`src/design/sensor_frame_crop_and_binning_unit_macros.svh`:
```
// Assertion macros for the sensor frame crop and binning unit.
`ifndef SENSOR_FRAME_CROP_AND_BINNING_UNIT_MACROS_SVH
`define SENSOR_FRAME_CROP_AND_BINNING_UNIT_MACROS_SVH

// Same-cycle implication, sampled on clk, off during reset.
`define SFCB_ASSERT_IMP(name, ante, cons, msg) \
  name: assert property (@(posedge clk) disable iff (!rst_n) (ante) |-> (cons)) \
    else $error(msg);

// Next-cycle implication, sampled on clk, off during reset.
`define SFCB_ASSERT_NXT(name, ante, cons, msg) \
  name: assert property (@(posedge clk) disable iff (!rst_n) (ante) |=> (cons)) \
    else $error(msg);

`endif

```
`src/design/sfcb_pkg.sv`:
```
// Shared constants, types and the divide helper function of the crop and binning unit.
package sfcb_pkg;

  localparam int RAW_ROW_BYTES      = 1558;
  localparam int MAX_WIDTH          = 1280;
  localparam int MAX_HEIGHT         = 1024;
  localparam int LEFT_MARGIN        = 20;
  localparam int SENSOR_CENTER_ROWS = 1024;
  localparam int PIXEL_MAX          = 255;
  localparam int ROW_LIMIT          = 2047;
  localparam int COLSUM_DEPTH       = MAX_WIDTH / 2;

  localparam int PIX_W     = 8;
  localparam int POS_W     = 11;
  localparam int SUM_W     = 12;
  localparam int BIN_W     = 3;
  localparam int CFG_W     = 11;
  localparam int CFG_IDX_W = 2;
  localparam int WR_W      = $clog2(MAX_HEIGHT);
  localparam int COL_AW    = $clog2(COLSUM_DEPTH);

  localparam int Q_DEPTH = 4;
  localparam int Q_AW    = $clog2(Q_DEPTH);
  localparam int Q_CW    = $clog2(Q_DEPTH + 1);

  localparam int DIV3_RECIP = 2731;
  localparam int DIV3_SHIFT = 13;
  localparam int PROD_W     = POS_W + DIV3_SHIFT;

  typedef enum logic [CFG_IDX_W-1:0] {
    CFG_BIN_FACTOR = 2'd0,
    CFG_OUT_WIDTH  = 2'd1,
    CFG_OUT_HEIGHT = 2'd2
  } cfg_idx_t;

  typedef struct packed {
    logic [1:0]       bin_m1;
    logic [POS_W-1:0] pw;
    logic [POS_W-1:0] ph;
    logic [POS_W-1:0] start;
  } cfg_t;

  typedef struct packed {
    logic [PIX_W-1:0] pix;
    logic             fs;
    logic             win;
    logic             last;
    logic [POS_W-1:0] wc;
    logic [WR_W-1:0]  wr;
  } item_t;

  typedef struct packed {
    logic            valid;
    logic            full;
    logic [Q_CW-1:0] count;
  } q_stat_t;

  typedef struct packed {
    logic [POS_W-1:0] quot;
    logic [1:0]       rem;
  } divr_t;

  // Divide by the bin factor (1 to 4); divide by three via reciprocal multiply.
  function automatic divr_t div_by_bin(input logic [POS_W-1:0] value,
                                       input logic [1:0] bin_m1);
    logic [PROD_W-1:0] prod;
    logic [POS_W-1:0]  q3;
    logic [POS_W+1:0]  back3;
    logic [POS_W-1:0]  rem3;
    divr_t             r;
    prod  = PROD_W'(value) * PROD_W'(DIV3_RECIP);
    q3    = POS_W'(prod >> DIV3_SHIFT);
    back3 = (POS_W+2)'(q3) * (POS_W+2)'(3);
    rem3  = value - POS_W'(back3);
    case (bin_m1)
      2'd0: begin
        r.quot = value;
        r.rem  = 2'd0;
      end
      2'd1: begin
        r.quot = value >> 1;
        r.rem  = {1'b0, value[0]};
      end
      2'd2: begin
        r.quot = q3;
        r.rem  = rem3[1:0];
      end
      default: begin
        r.quot = value >> 2;
        r.rem  = value[1:0];
      end
    endcase
    return r;
  endfunction

endpackage

```
`src/design/sfcb_front.sv`:
```
// Front end: raw position tracking and window classification of each beat.
module sfcb_front (
  input  logic                          clk,
  input  logic                          rst_n,
  input  logic                          in_valid,
  output logic                          in_ready,
  input  logic [sfcb_pkg::PIX_W-1:0]    in_raw_pixel,
  input  logic                          in_frame_start,
  input  sfcb_pkg::cfg_t                cfg,
  input  sfcb_pkg::q_stat_t             q_stat,
  output logic                          q_push,
  output sfcb_pkg::item_t               q_item
);
  import sfcb_pkg::*;

  logic [POS_W-1:0] col_r, col_nxt;
  logic [POS_W-1:0] row_r, row_nxt;

  logic             accept;
  logic [POS_W-1:0] col_base;
  logic [POS_W-1:0] row_base;
  logic [POS_W-1:0] col_inc;
  logic [POS_W-1:0] wc;
  logic [POS_W-1:0] wr;
  logic [POS_W:0]   wc_wrap;
  logic             has_pos;
  logic             win;

  assign in_ready = !q_stat.full;
  assign accept   = in_valid && in_ready;

  always_ff @(posedge clk) begin
    if (!rst_n) begin
      col_r <= '0;
      row_r <= '0;
    end else begin
      col_r <= col_nxt;
      row_r <= row_nxt;
    end
  end

  always_comb begin
    col_base = in_frame_start ? '0 : col_r;
    row_base = in_frame_start ? '0 : row_r;
    wc_wrap  = (POS_W+1)'(col_base) + (POS_W+1)'(RAW_ROW_BYTES) - (POS_W+1)'(cfg.start);
    if (col_base >= cfg.start) begin
      has_pos = 1'b1;
      wr      = row_base;
      wc      = col_base - cfg.start;
    end else if (row_base != '0) begin
      has_pos = 1'b1;
      wr      = row_base - POS_W'(1);
      wc      = wc_wrap[POS_W-1:0];
    end else begin
      has_pos = 1'b0;
      wr      = row_base;
      wc      = col_base;
    end
    win = has_pos && wr < cfg.ph && wc < cfg.pw && wc < POS_W'(RAW_ROW_BYTES);

    q_item.pix  = in_raw_pixel;
    q_item.fs   = in_frame_start;
    q_item.win  = win;
    q_item.last = (wr == cfg.ph - POS_W'(1)) && (wc == cfg.pw - POS_W'(1));
    q_item.wc   = wc;
    q_item.wr   = wr[WR_W-1:0];
    q_push      = accept && (win || in_frame_start);

    // Advance the raw position; row count holds at its limit.
    col_inc = col_base + POS_W'(1);
    col_nxt = col_r;
    row_nxt = row_r;
    if (accept) begin
      if (col_inc == POS_W'(RAW_ROW_BYTES)) begin
        col_nxt = '0;
        row_nxt = (row_base < POS_W'(ROW_LIMIT)) ? row_base + POS_W'(1) : row_base;
      end else begin
        col_nxt = col_inc;
        row_nxt = row_base;
      end
    end
  end

endmodule

```
`config.mk`:
```
export PLATFORM = sky130hd
export DESIGN_NAME = sfcb_front
export DESIGN_NICKNAME = d
export VERILOG_FILES = /design/src/design/sensor_frame_crop_and_binning_unit_macros.svh /design/src/design/sfcb_pkg.sv /design/src/design/sfcb_front.sv
export SDC_FILE = /design/constraint.sdc
export NUM_CORES = 1
export LEC_CHECK = 0
export ABC_AREA = 1
export ABC_CLOCK_PERIOD_IN_PS = 6600
export BUFFER_PORTS_ARGS = -buffer_cell sky130_fd_sc_hd__clkbuf_2
export CAP_MARGIN = 20
export CORE_ASPECT_RATIO = 0.8
export CORE_MARGIN = 8
export CORE_UTILIZATION = 50
export CTS_BUF_LIST = sky130_fd_sc_hd__clkbuf_4 sky130_fd_sc_hd__clkbuf_8
export DETAILED_ROUTE_END_ITERATION = 12
export PLACE_DENSITY = 0.82
export SETUP_SLACK_MARGIN = 0.4
export SYNTH_ARGS = -nofsm -noshare
export SYNTH_HDL_FRONTEND = slang
export SYNTH_SLANG_ARGS = --single-unit
```
`constraint.sdc`:
```
create_clock -name clk -period 6.6 [get_ports clk]
set_clock_uncertainty 0.05 [all_clocks]
set_input_delay 1.32 -clock clk [delete_from_list [all_inputs] [get_ports clk]]
set_output_delay 1.32 -clock clk [all_outputs]
set_load 0.01 [all_outputs]
```
==> flow_results.xml, run 1 <==
<?xml version="1.0" encoding="UTF-8"?>
<metrics>
  <group name="detailed_routing">
    <metric name="totalWireLength" unit="um">14800</metric>
    <metric name="detailedRoute.firstPassIterationCount" unit="">6</metric>
    <metric name="vias" unit="">5705</metric>
    <metric name="wl_per_cell" unit="um">13.7</metric>
    <metric name="number_of_drc_markers_after_the_initial_detailed_route_iteration" unit="">573</metric>
    <metric name="vias_per_cell" unit="">5.30</metric>
    <metric name="remaining_drc_errors" unit="">0</metric>
    <metric name="remaining_antenna_violation_count_after_routing" unit="">0</metric>
  </group>
  <group name="synthesis">
    <metric name="synth.top_cells.by_count" unit="">nand2_1, inv_1, nand3_1</metric>
    <metric name="synth_flop_cell" unit="">dfxtp_1</metric>
    <metric name="post_synthesis_cell_type_count" unit="">50</metric>
    <metric name="syn-num-nets" unit="">978</metric>
    <metric name="synth_async_sr_flop_share" unit="%">0</metric>
    <metric name="post_synth.cell_area_avg" unit="um^2">5.88</metric>
    <metric name="ys_seq_elements" unit="">22</metric>
    <metric name="netlist_instances" unit="">870</metric>
    <metric name="library_cell_occupying_the_most_area_in_the_post_synthesis_netlist" unit="">nand2_1</metric>
    <metric name="synth-seq-area-share" unit="%">8.61</metric>
    <metric name="synth.yosys.warnings" unit="">0</metric>
    <metric name="synth_largest_type_area_fraction" unit="%">19.1</metric>
    <metric name="syn-cell-area" unit="mm^2">0.00511</metric>
    <metric name="ys_top_cells_by_area" unit="">nand2_1, ha_1, inv_1</metric>
    <metric name="synthMostInstantiatedCell" unit="">nand2_1</metric>
    <metric name="synth_edf_count" unit="">0</metric>
  </group>
  <group name="critical_path">
    <metric name="worst-endpoint-required" unit="ps">5230</metric>
    <metric name="number_of_buffer_and_inverter_stages_on_the_critical_path" unit="">6</metric>
    <metric name="startpoint" unit="">in_frame_start</metric>
    <metric name="crit_path_end_kind" unit="">output port</metric>
    <metric name="critical-path-max-stage-delay" unit="ps">300</metric>
    <metric name="cp_cell_sequence" unit="">buf_8, clkinv_8, buf_4, nand2_2, ha_1, nand3_2, inv_2, nand3_2, nand3_1, nand3_1, nand2_1, inv_1, ha_1, a21oi_1, o21ai_0, a221oi_1, nor3b_2, nand2_2, a21oi_4, buf_6</metric>
    <metric name="crit_fanout" unit="">14</metric>
    <metric name="cp_top_family" unit="">simple AND/OR/NAND/NOR gates</metric>
    <metric name="r2r_start" unit="">col_r[1]$_SDFFE_PN0P_</metric>
    <metric name="critPathArrivalTime" unit="ps">4710</metric>
    <metric name="cp_max_stage_cell" unit="">ha_1</metric>
    <metric name="worst_setup_path_start_kind" unit="">input pin</metric>
    <metric name="timing_worst_setup_path_type" unit="">input pin to output port</metric>
  </group>
  <group name="floorplanning">
    <metric name="fp-row-count" unit="">33</metric>
    <metric name="ios" unit="">86</metric>
    <metric name="dieArea" unit="mm^2">0.0137</metric>
    <metric name="placeableCoreArea" unit="mm^2">0.0101</metric>
    <metric name="die-height" unit="um">106</metric>
    <metric name="floorplan.die.width" unit="um">129</metric>
    <metric name="initial_utilization" unit="%">50.6</metric>
  </group>
  <group name="clocking">
    <metric name="tritoncts.num_buffers" unit="">3</metric>
    <metric name="cts.sink_count" unit="">22</metric>
    <metric name="cts-root-to-sink-buffers" unit="">2</metric>
    <metric name="htreeDepth" unit="">1</metric>
    <metric name="cts_tree" unit="">done</metric>
    <metric name="clk_root_buffer_cell" unit="">clkbuf_8</metric>
    <metric name="clkTransAtPathRegs" unit="ps">80</metric>
    <metric name="clk-insertion-delay-late" unit="ps">270</metric>
    <metric name="cts-hold-fix-buffers" unit="">0</metric>
  </group>
  <group name="grt">
    <metric name="grt_util_all_layers" unit="%">20.7</metric>
    <metric name="antenna_found_initial" unit="">0</metric>
    <metric name="grt_max_degree" unit="">29</metric>
    <metric name="first_pass_grt_wire_length" unit="um">23800</metric>
    <metric name="grt_overflow_total" unit="">0</metric>
    <metric name="first_global_vias" unit="">5080</metric>
  </group>
  <group name="power">
    <metric name="p_per_area" unit="mW/mm^2">71.2</metric>
    <metric name="power.ir.vdd_worst" unit="mV">0.0651</metric>
    <metric name="total_power" unit="uW">418</metric>
    <metric name="cellLeakagePower" unit="uW">0.00340</metric>
  </group>
  <group name="sta">
    <metric name="final.period_utilization" unit="%">92.0</metric>
    <metric name="grt_setup_unrepaired" unit="">no</metric>
    <metric name="timing.setup.tns" unit="ps">0</metric>
    <metric name="timing.slew.headroom" unit="%">43.4</metric>
    <metric name="hold_violation_count_in_the_final_report" unit="">0</metric>
    <metric name="final.hold.worst_slack" unit="ps">418</metric>
    <metric name="timing_max_transition_violations_final" unit="">0</metric>
    <metric name="timing.final.setup_violations" unit="">0</metric>
    <metric name="finalWorstPathRequiredPeriod" unit="ps">6080</metric>
    <metric name="fmax" unit="MHz">165</metric>
    <metric name="timing_worst_slew_pin_value" unit="ps">849</metric>
  </group>
  <group name="layout">
    <metric name="antenna_cells" unit="">0</metric>
    <metric name="final_nets" unit="">1045</metric>
    <metric name="post_route_cells_drive_above_1_share" unit="%">20.6</metric>
    <metric name="layoutNonFillerInstCount" unit="">1076</metric>
    <metric name="area_growth" unit="%">14.9</metric>
  </group>
  <group name="place">
    <metric name="dpl.cell_count" unit="">1066</metric>
    <metric name="place.gp.congestion" unit="">0.956</metric>
    <metric name="hpwl" unit="um">12000</metric>
    <metric name="buffer_ports.inserted" unit="">63</metric>
  </group>
  <group name="job">
    <metric name="cap_violations" unit="">0</metric>
  </group>
  <group name="run_status">
    <metric name="run_status" unit="">complete, no violations</metric>
  </group>
  <group name="hold_path">
    <metric name="worst_hold_path_type" unit="">flop to flop</metric>
    <metric name="min-delay-start" unit="">col_r[10]$_SDFFE_PN0P_</metric>
  </group>
</metrics>
==> cells by family after synthesis <==
kind of cell	synth area share (%)
AO/OA/AOI/OAI	8.52
XOR/XNOR	6.66
adder cells (fa/ha/maj)	14.6
buffers and inverters	15.5
flip-flops	8.61
AND/OR/NAND/NOR	46.1
==> worst reg2reg max path, cell delays in order, from the launching register on <==
cell	delay [ps]
dfxtp_1	330
inv_1	90
nor2_2	130
buf_4	140
ha_1	170
inv_1	70
nor2_2	180
nand4_2	170
o21ai_1	250
nand2_1	140
nor3_4	460
nand2_4	170
nand2_1	110
nand2_1	60
nand2_1	70
a21oi_2	60
==> report_power, final <==
part           switching [uW]  total, uW  internal, uW  leakage, uW
clock network            49.1        130          81.2    0.0000357
logic                    96.0        154          58.0      0.00318
registers               0.489        134           133     0.000177
total                     146        418           273      0.00340
==> area by class of cell <==
| type | count | area [um^2] |
|---|---|---|
| Clock buffer | 3 | 41.3 |
| Tap cell | 140 | 175 |
| Multi-Input combinational cell | 666 | 4080 |
| Timing Repair Buffer | 84 | 489 |
| Timing Repair inverter | 1 | 8.76 |
| Fill cell | 998 | 4240 |
| Clock inverter | 1 | 30.0 |
| Inverter | 159 | 613 |
| Sequential cell | 22 | 440 |
==> stage by stage <==
stage	util (%)	cell area (um^2)	worst slack, ps
2_1_floorplan	-	5110	978
3_3_place_gp	54.7	5540	263
3_5_place_dp	54.7	5540	190
4_1_cts	56.1	5680	440
5_1_grt	58.1	5880	400
6_report	58.1	5880	525
==> state kept, by name, summed over array words and instances (netlist names) <==
name   count
row_r     11
col_r     11
==> layout by cell type, fill, tap and decap left out, types with 6 or more instances in the layout <==
master | synthesis | final
nand2_1 | 260 | 253
inv_1 | 150 | 148
nand3_1 | 89 | 88
clkbuf_2 | 0 | 61
nor2_1 | 59 | 51
ha_1 | 50 | 41
xor2_1 | 30 | 30
a21oi_1 | 28 | 26
nand2_2 | 17 | 23
nand4_1 | 22 | 22
dfxtp_1 | 22 | 22
buf_4 | 11 | 21
o21ai_0 | 18 | 14
nor2_2 | 4 | 12
a21oi_2 | 9 | 10
o21ai_1 | 6 | 9
nand3b_1 | 9 | 9
nor3_1 | 9 | 8
xnor2_1 | 7 | 7
inv_2 | 6 | 7
nand3_2 | 4 | 6
ha_4 | 0 | 6
==> metal layers <==
layer	track usage [%]	routed length, um	vias to the layer above
met3	2.00	1200	20
met5	0	0	-
met2	32.6	6370	239
met1	30.0	7020	2561
met4	3.77	190	0
li1	-	-	2885
==> path summary, 6_finish.rpt <==
check                      endpoint  slack [ps]  depth (start not counted)
min          col_r[10]$_SDFFE_PN0P_         420                          2
min reg2reg  col_r[10]$_SDFFE_PN0P_         420                          2
max reg2reg   row_r[3]$_SDFFE_PN0P_        3810                         15
max                          q_push         520                         20
==> what timing repair did <==
item	4_1_cts	5_1_grt
endpoints found under the setup margin	3	2
gates resized for setup	20	37
buffers inserted	0	4
pin swaps	2	11
gates cloned	0	2
Note: power is estimated with default switching activity, not from simulation.
==> inputs of run 2 (changes only) <==
CORE_ASPECT_RATIO = not set   (was 0.8)
==> flow_results.xml, run 2 (synthesized netlist as in run 1, its figures left out) <==
<?xml version="1.0" encoding="UTF-8"?>
<metrics>
  <group name="grt">
    <metric name="first_pass_grt_wire_length" unit="um">23500</metric>
    <metric name="antenna_found_initial" unit="">0</metric>
    <metric name="first_global_vias" unit="">5206</metric>
    <metric name="grt_util_all_layers" unit="%">20.9</metric>
    <metric name="grt_overflow_total" unit="">0</metric>
    <metric name="grt_max_degree" unit="">29</metric>
  </group>
  <group name="sta">
    <metric name="finalWorstPathRequiredPeriod" unit="ps">6000</metric>
    <metric name="timing_max_transition_violations_final" unit="">0</metric>
    <metric name="timing.slew.headroom" unit="%">45.8</metric>
    <metric name="timing.setup.tns" unit="ps">0</metric>
    <metric name="timing.final.setup_violations" unit="">0</metric>
    <metric name="grt_setup_unrepaired" unit="">no</metric>
    <metric name="hold_violation_count_in_the_final_report" unit="">0</metric>
    <metric name="final.period_utilization" unit="%">90.9</metric>
    <metric name="timing_worst_slew_pin_value" unit="ps">812</metric>
    <metric name="fmax" unit="MHz">167</metric>
  </group>
  <group name="power">
    <metric name="intPower" unit="uW">276</metric>
    <metric name="clockPowerShare" unit="%">30.6</metric>
    <metric name="power_switching" unit="uW">148</metric>
    <metric name="power.ir.vdd_worst" unit="mV">0.0549</metric>
    <metric name="switching_share" unit="%">35.0</metric>
    <metric name="cellLeakagePower" unit="uW">0.00339</metric>
    <metric name="sequentialPowerShare" unit="%">31.6</metric>
    <metric name="p_comb_share" unit="%">37.8</metric>
    <metric name="p_per_area" unit="mW/mm^2">71.3</metric>
  </group>
  <group name="run_status">
    <metric name="run_status" unit="">complete, no violations</metric>
  </group>
  <group name="layout">
    <metric name="total_area_of_sequential_cells" unit="um^2">440</metric>
    <metric name="layout_top_registers" unit="">col_r: 11 flops, row_r: 11 flops</metric>
    <metric name="fillers" unit="">944</metric>
    <metric name="multi_input_area" unit="mm^2">0.00416</metric>
    <metric name="area_growth" unit="%">16.3</metric>
    <metric name="post_route_cells_drive_above_1_share" unit="%">21.8</metric>
    <metric name="layout_common_cells" unit="">nand2_1, inv_1, nand3_1, clkbuf_2, nor2_1</metric>
    <metric name="postLayoutCellArea" unit="mm^2">0.00595</metric>
    <metric name="post-route-util" unit="%">58.7</metric>
    <metric name="layout.cells.most_common" unit="">nand2_1</metric>
    <metric name="antenna_cells" unit="">0</metric>
    <metric name="final_nets" unit="">1041</metric>
  </group>
  <group name="clocking">
    <metric name="cts-hold-fix-buffers" unit="">0</metric>
    <metric name="cts.sink_count" unit="">22</metric>
    <metric name="cts_tree" unit="">done</metric>
    <metric name="tritoncts.num_buffers" unit="">3</metric>
    <metric name="cts-root-to-sink-buffers" unit="">2</metric>
    <metric name="htreeDepth" unit="">1</metric>
    <metric name="clk-insertion-delay-late" unit="ps">270</metric>
    <metric name="clk_root_buffer_cell" unit="">clkbuf_8</metric>
    <metric name="clkTransAtPathRegs" unit="ps">80</metric>
  </group>
  <group name="critical_path">
    <metric name="worst_setup_path_start_kind" unit="">input pin</metric>
    <metric name="timing_worst_setup_path_type" unit="">input pin to output port</metric>
    <metric name="crit_path_end_kind" unit="">output port</metric>
    <metric name="r2r_start" unit="">col_r[1]$_SDFFE_PN0P_</metric>
    <metric name="worstReg2RegEnd" unit="">row_r[5]$_SDFFE_PN0P_</metric>
    <metric name="crit_fanout" unit="">10</metric>
    <metric name="cp_cell_sequence" unit="">buf_12, nor2_4, ha_2, fa_2, a21oi_1, o21bai_1, a21oi_4, nand2_8, inv_4, nand2_1, nand2_1, inv_1, ha_1, a21oi_1, o21ai_1, a221oi_2, nor3b_2, nand2_2, a21oi_2, buf_2</metric>
    <metric name="critical-path-max-stage-delay" unit="ps">340</metric>
    <metric name="setup.reg_to_reg.worst_slack" unit="ps">3850</metric>
    <metric name="critPathArrivalTime" unit="ps">4630</metric>
    <metric name="worst_r2r_path_depth" unit="">15</metric>
    <metric name="worst-endpoint-required" unit="ps">5230</metric>
    <metric name="cp_max_stage_cell" unit="">fa_2</metric>
  </group>
  <group name="place">
    <metric name="buffer_ports.inserted" unit="">63</metric>
    <metric name="place.gp.congestion" unit="">0.965</metric>
    <metric name="hpwl" unit="um">11700</metric>
    <metric name="postPlaceCellArea" unit="mm^2">0.00552</metric>
  </group>
  <group name="detailed_routing">
    <metric name="detailedRoute.firstPassIterationCount" unit="">6</metric>
    <metric name="vias_per_cell" unit="">5.26</metric>
    <metric name="totalWireLength" unit="um">14600</metric>
    <metric name="vias" unit="">5619</metric>
    <metric name="wl_per_cell" unit="um">13.7</metric>
    <metric name="remaining_drc_errors" unit="">0</metric>
    <metric name="remaining_antenna_violation_count_after_routing" unit="">0</metric>
    <metric name="number_of_drc_markers_after_the_initial_detailed_route_iteration" unit="">439</metric>
  </group>
  <group name="floorplanning">
    <metric name="placeableCoreArea" unit="mm^2">0.0101</metric>
    <metric name="die-height" unit="um">117</metric>
    <metric name="ios" unit="">86</metric>
    <metric name="floorplan.die.width" unit="um">117</metric>
    <metric name="dieArea" unit="mm^2">0.0137</metric>
    <metric name="initial_utilization" unit="%">50.4</metric>
    <metric name="fp-row-count" unit="">37</metric>
  </group>
  <group name="hold_path">
    <metric name="worst_hold_path_type" unit="">flop to flop</metric>
    <metric name="worstHoldPathCells" unit="">2</metric>
    <metric name="min-delay-start" unit="">row_r[1]$_SDFFE_PN0P_</metric>
    <metric name="worstHoldEndpoint" unit="">row_r[1]$_SDFFE_PN0P_</metric>
  </group>
  <group name="job">
    <metric name="cap_violations" unit="">0</metric>
  </group>
</metrics>
-- run 2: worst max-delay path by stage --
stage / startpoint / end / slack [ps] / cells after the start
after detailed placement: in_frame_start / q_push / 190 / 25
after CTS: in_frame_start / q_push / 430 / 25
final: in_frame_start / q_push / 600 / 20
after global placement: in_frame_start / q_push / 240 / 24
after floorplan: in_frame_start / q_push / 980 / 21
after global routing: cfg[1] / q_push / 320 / 25
-- run 2: metrics by stage --
stage | worst slack, ps | power (uW) | hold slack, ps | instances
after floorplan | 978 | 240 | 395 | 870
after global placement | 237 | 274 | 403 | 1060
after detailed placement | 192 | 275 | 405 | 1060
after CTS | 434 | 408 | 419 | 1064
after global routing | 324 | 450 | 443 | 1068
final | 603 | 424 | 421 | 1068
-- run 2: power groups by stage --
stage | logic [uW] | clock network, uW | registers, uW
after floorplan | 103 | 0 | 137
after global placement | 137 | 0 | 137
after detailed placement | 138 | 0 | 137
after CTS | 142 | 132 | 134
after global routing | 179 | 137 | 134
final | 160 | 130 | 134
-- run 2: critical path: cells and delay by family --
| kind | cells | cell delay, ps |
|---|---|---|
| buf+inv | 4 | 500 |
| compound gates | 7 | 1270 |
| simple gates | 6 | 700 |
| fa+ha+maj | 3 | 820 |
-- run 2: layout make-up --
type | count | area share, %
Timing Repair inverter | 1 | 0.147
Timing Repair Buffer | 81 | 8.14
Sequential cell | 22 | 7.41
Inverter | 159 | 10.3
Clock inverter | 1 | 0.505
Multi-Input combinational cell | 665 | 70.0
Tap cell | 136 | 2.86
Clock buffer | 3 | 0.694
-- run 2: what timing repair did --
action / in CTS / in global routing
setup buffers: 0 / 3
gates resized for setup: 15 / 69
pin swaps: 2 / 15
setup endpoints to repair: 2 / 3
gates cloned: 0 / 1
-- run 2: per-layer routing --
layer,track usage (%),routed length (um)
met5,0,0
met1,27.4,6390
met4,6.14,361
met2,36.0,6920
met3,1.64,912
==> inputs of run 3 (changes only) <==
--- a/config.mk
+++ b/config.mk
@@ -11,3 +11,2 @@
 export CAP_MARGIN = 20
-export CORE_MARGIN = 8
 export CORE_UTILIZATION = 50
--- a/constraint.sdc
+++ b/constraint.sdc
@@ -4,2 +4,2 @@
 set_output_delay 1.32 -clock clk [all_outputs]
-set_load 0.01 [all_outputs]
+set_load 0.005 [all_outputs]
==> flow_results.xml, run 3 (synthesized netlist as in run 1, its figures left out) <==
<?xml version="1.0" encoding="UTF-8"?>
<metrics>
  <group name="clocking">
    <metric name="cts-hold-fix-buffers" unit="">0</metric>
    <metric name="htreeDepth" unit="">1</metric>
    <metric name="cts.sink_count" unit="">22</metric>
    <metric name="clk-insertion-delay-late" unit="ps">270</metric>
    <metric name="cts-root-to-sink-buffers" unit="">2</metric>
    <metric name="cts_tree" unit="">done</metric>
    <metric name="clkTransAtPathRegs" unit="ps">90</metric>
    <metric name="tritoncts.num_buffers" unit="">3</metric>
    <metric name="clk_root_buffer_cell" unit="">clkbuf_8</metric>
  </group>
  <group name="power">
    <metric name="p_per_area" unit="mW/mm^2">71.7</metric>
    <metric name="power.ir.vdd_worst" unit="mV">0.0942</metric>
    <metric name="total_power" unit="uW">416</metric>
    <metric name="cellLeakagePower" unit="uW">0.00339</metric>
  </group>
  <group name="grt">
    <metric name="first_pass_grt_wire_length" unit="um">22400</metric>
    <metric name="antenna_found_initial" unit="">0</metric>
    <metric name="grt_max_degree" unit="">29</metric>
    <metric name="grt_overflow_total" unit="">0</metric>
    <metric name="first_global_vias" unit="">4967</metric>
    <metric name="grt_util_all_layers" unit="%">26.6</metric>
  </group>
  <group name="layout">
    <metric name="layout.cells.most_common" unit="">nand2_1</metric>
    <metric name="area_growth" unit="%">13.6</metric>
    <metric name="post_route_cells_drive_above_1_share" unit="%">20.1</metric>
    <metric name="multi_input_area" unit="mm^2">0.00404</metric>
    <metric name="layout_top_registers" unit="">col_r: 11 flops, row_r: 11 flops</metric>
    <metric name="total_area_of_sequential_cells" unit="um^2">440</metric>
    <metric name="final_nets" unit="">1040</metric>
    <metric name="fillers" unit="">958</metric>
    <metric name="layout_common_cells" unit="">nand2_1, inv_1, nand3_1, clkbuf_2, nor2_1</metric>
    <metric name="antenna_cells" unit="">0</metric>
  </group>
  <group name="place">
    <metric name="hpwl" unit="um">11200</metric>
    <metric name="buffer_ports.inserted" unit="">63</metric>
    <metric name="place.gp.congestion" unit="">0.991</metric>
  </group>
  <group name="job">
    <metric name="cap_violations" unit="">0</metric>
  </group>
  <group name="detailed_routing">
    <metric name="totalWireLength" unit="um">14100</metric>
    <metric name="remaining_drc_errors" unit="">0</metric>
    <metric name="wl_per_cell" unit="um">13.2</metric>
    <metric name="vias" unit="">5604</metric>
    <metric name="number_of_drc_markers_after_the_initial_detailed_route_iteration" unit="">330</metric>
    <metric name="remaining_antenna_violation_count_after_routing" unit="">0</metric>
    <metric name="detailedRoute.firstPassIterationCount" unit="">5</metric>
    <metric name="vias_per_cell" unit="">5.27</metric>
  </group>
  <group name="sta">
    <metric name="final.hold.worst_slack" unit="ps">419</metric>
    <metric name="timing_worst_slew_pin_value" unit="ps">991</metric>
    <metric name="timing_max_transition_violations_final" unit="">0</metric>
    <metric name="fmax" unit="MHz">164</metric>
    <metric name="final.period_utilization" unit="%">92.3</metric>
    <metric name="timing.setup.tns" unit="ps">0</metric>
    <metric name="timing.final.setup_violations" unit="">0</metric>
    <metric name="finalWorstPathRequiredPeriod" unit="ps">6090</metric>
    <metric name="hold_violation_count_in_the_final_report" unit="">0</metric>
    <metric name="timing.slew.headroom" unit="%">33.8</metric>
    <metric name="grt_setup_unrepaired" unit="">no</metric>
  </group>
  <group name="critical_path">
    <metric name="crit_fanout" unit="">9</metric>
    <metric name="critPathArrivalTime" unit="ps">4720</metric>
    <metric name="worst_setup_path_start_kind" unit="">input pin</metric>
    <metric name="timing_worst_setup_path_type" unit="">input pin to output port</metric>
    <metric name="crit_path_end_kind" unit="">output port</metric>
    <metric name="worst-endpoint-required" unit="ps">5230</metric>
  </group>
  <group name="floorplanning">
    <metric name="die-height" unit="um">103</metric>
    <metric name="initial_utilization" unit="%">51.8</metric>
    <metric name="floorplan.die.width" unit="um">103</metric>
    <metric name="dieArea" unit="mm^2">0.0106</metric>
    <metric name="placeableCoreArea" unit="mm^2">0.00986</metric>
    <metric name="fp-row-count" unit="">36</metric>
    <metric name="ios" unit="">86</metric>
  </group>
  <group name="run_status">
    <metric name="run_status" unit="">complete, no violations</metric>
  </group>
  <group name="hold_path">
    <metric name="worst_hold_path_type" unit="">flop to flop</metric>
  </group>
</metrics>
run 3: cell count changes in the layout (fill, tap and decap cells not counted), sizes merged:
cell | before | now
buf | 20 | 18
inv | 158 | 157
nand2 | 282 | 283
clkinv | 2 | 3
run 3: where the power goes:
| group | switching (uW) | internal (uW) |
|---|---|---|
| Combinational | 94.0 | 56.0 |
| Sequential | 0.490 | 133 |
| Clock | 51.2 | 81.2 |
| Total | 146 | 271 |
run 3: layer usage:
metal / global-route usage [%] / part of all wire (%) / up-vias
li1: - / - / 2860
met1: 35.3 / 45 / 2532
met2: 46.6 / 47 / 184
met3: 1.36 / 5.1 / 28
met4: 7.80 / 2.3 / 0
met5: 0 / 0 / -
run 3: cell type report:
| class | instances | share of cell area, % |
|---|---|---|
| clock buffer | 3 | 0.711 |
| clock inverter | 1 | 0.517 |
| inverter | 159 | 10.6 |
| multi-input combinational | 666 | 69.6 |
| sequential | 22 | 7.58 |
| tap | 133 | 2.87 |
| timing repair buffer | 79 | 7.95 |
| timing repair inverter | 1 | 0.151 |
run 3: critical path, cell delays in order:
cell and delay (ps):
buf_12 130, nor2_2 70, ha_1 210, fa_1 410, a21oi_2 180, o21bai_1 120
a21oi_4 200, nand2_4 120, nor2_1 310, o21ai_0 250, inv_1 110, ha_1 140
nor2_1 40, a211oi_1 160, nand3b_1 130, o2111ai_1 150, nor3b_2 240, nand2_2 130
a21oi_2 130, buf_2 140
run 3: worst paths after layout:
kind / startpoint / endpoint / slack [ps] / cells past startpoint
worst max-delay path: in_frame_start / q_push / 510 / 20
worst min-delay path: col_r[0]$_SDFFE_PN0P_ / col_r[0]$_SDFFE_PN0P_ / 420 / 2
worst max register to register: col_r[1]$_SDFFE_PN0P_ / row_r[9]$_SDFFE_PN0P_ / 3900 / 15
worst min register to register: col_r[0]$_SDFFE_PN0P_ / col_r[0]$_SDFFE_PN0P_ / 420 / 2
run 3: metrics by stage:
step / util, % / setup WS, ps / cells / cell area, um^2
2_1_floorplan: - / 1030 / 870 / 5110
3_5_place_dp: 55.7 / 248 / 1055 / 5500
6_report: 58.9 / 509 / 1064 / 5810
5_1_grt: 58.9 / 319 / 1064 / 5810
3_3_place_gp: 55.7 / 301 / 1055 / 5500
4_1_cts: 56.8 / 401 / 1059 / 5610
run 3: timing repair:
action	in CTS	in global routing
gates cloned	0	2
pin swaps	1	10
resized for setup	10	47
setup buffers	0	3
setup endpoints to repair	2	3
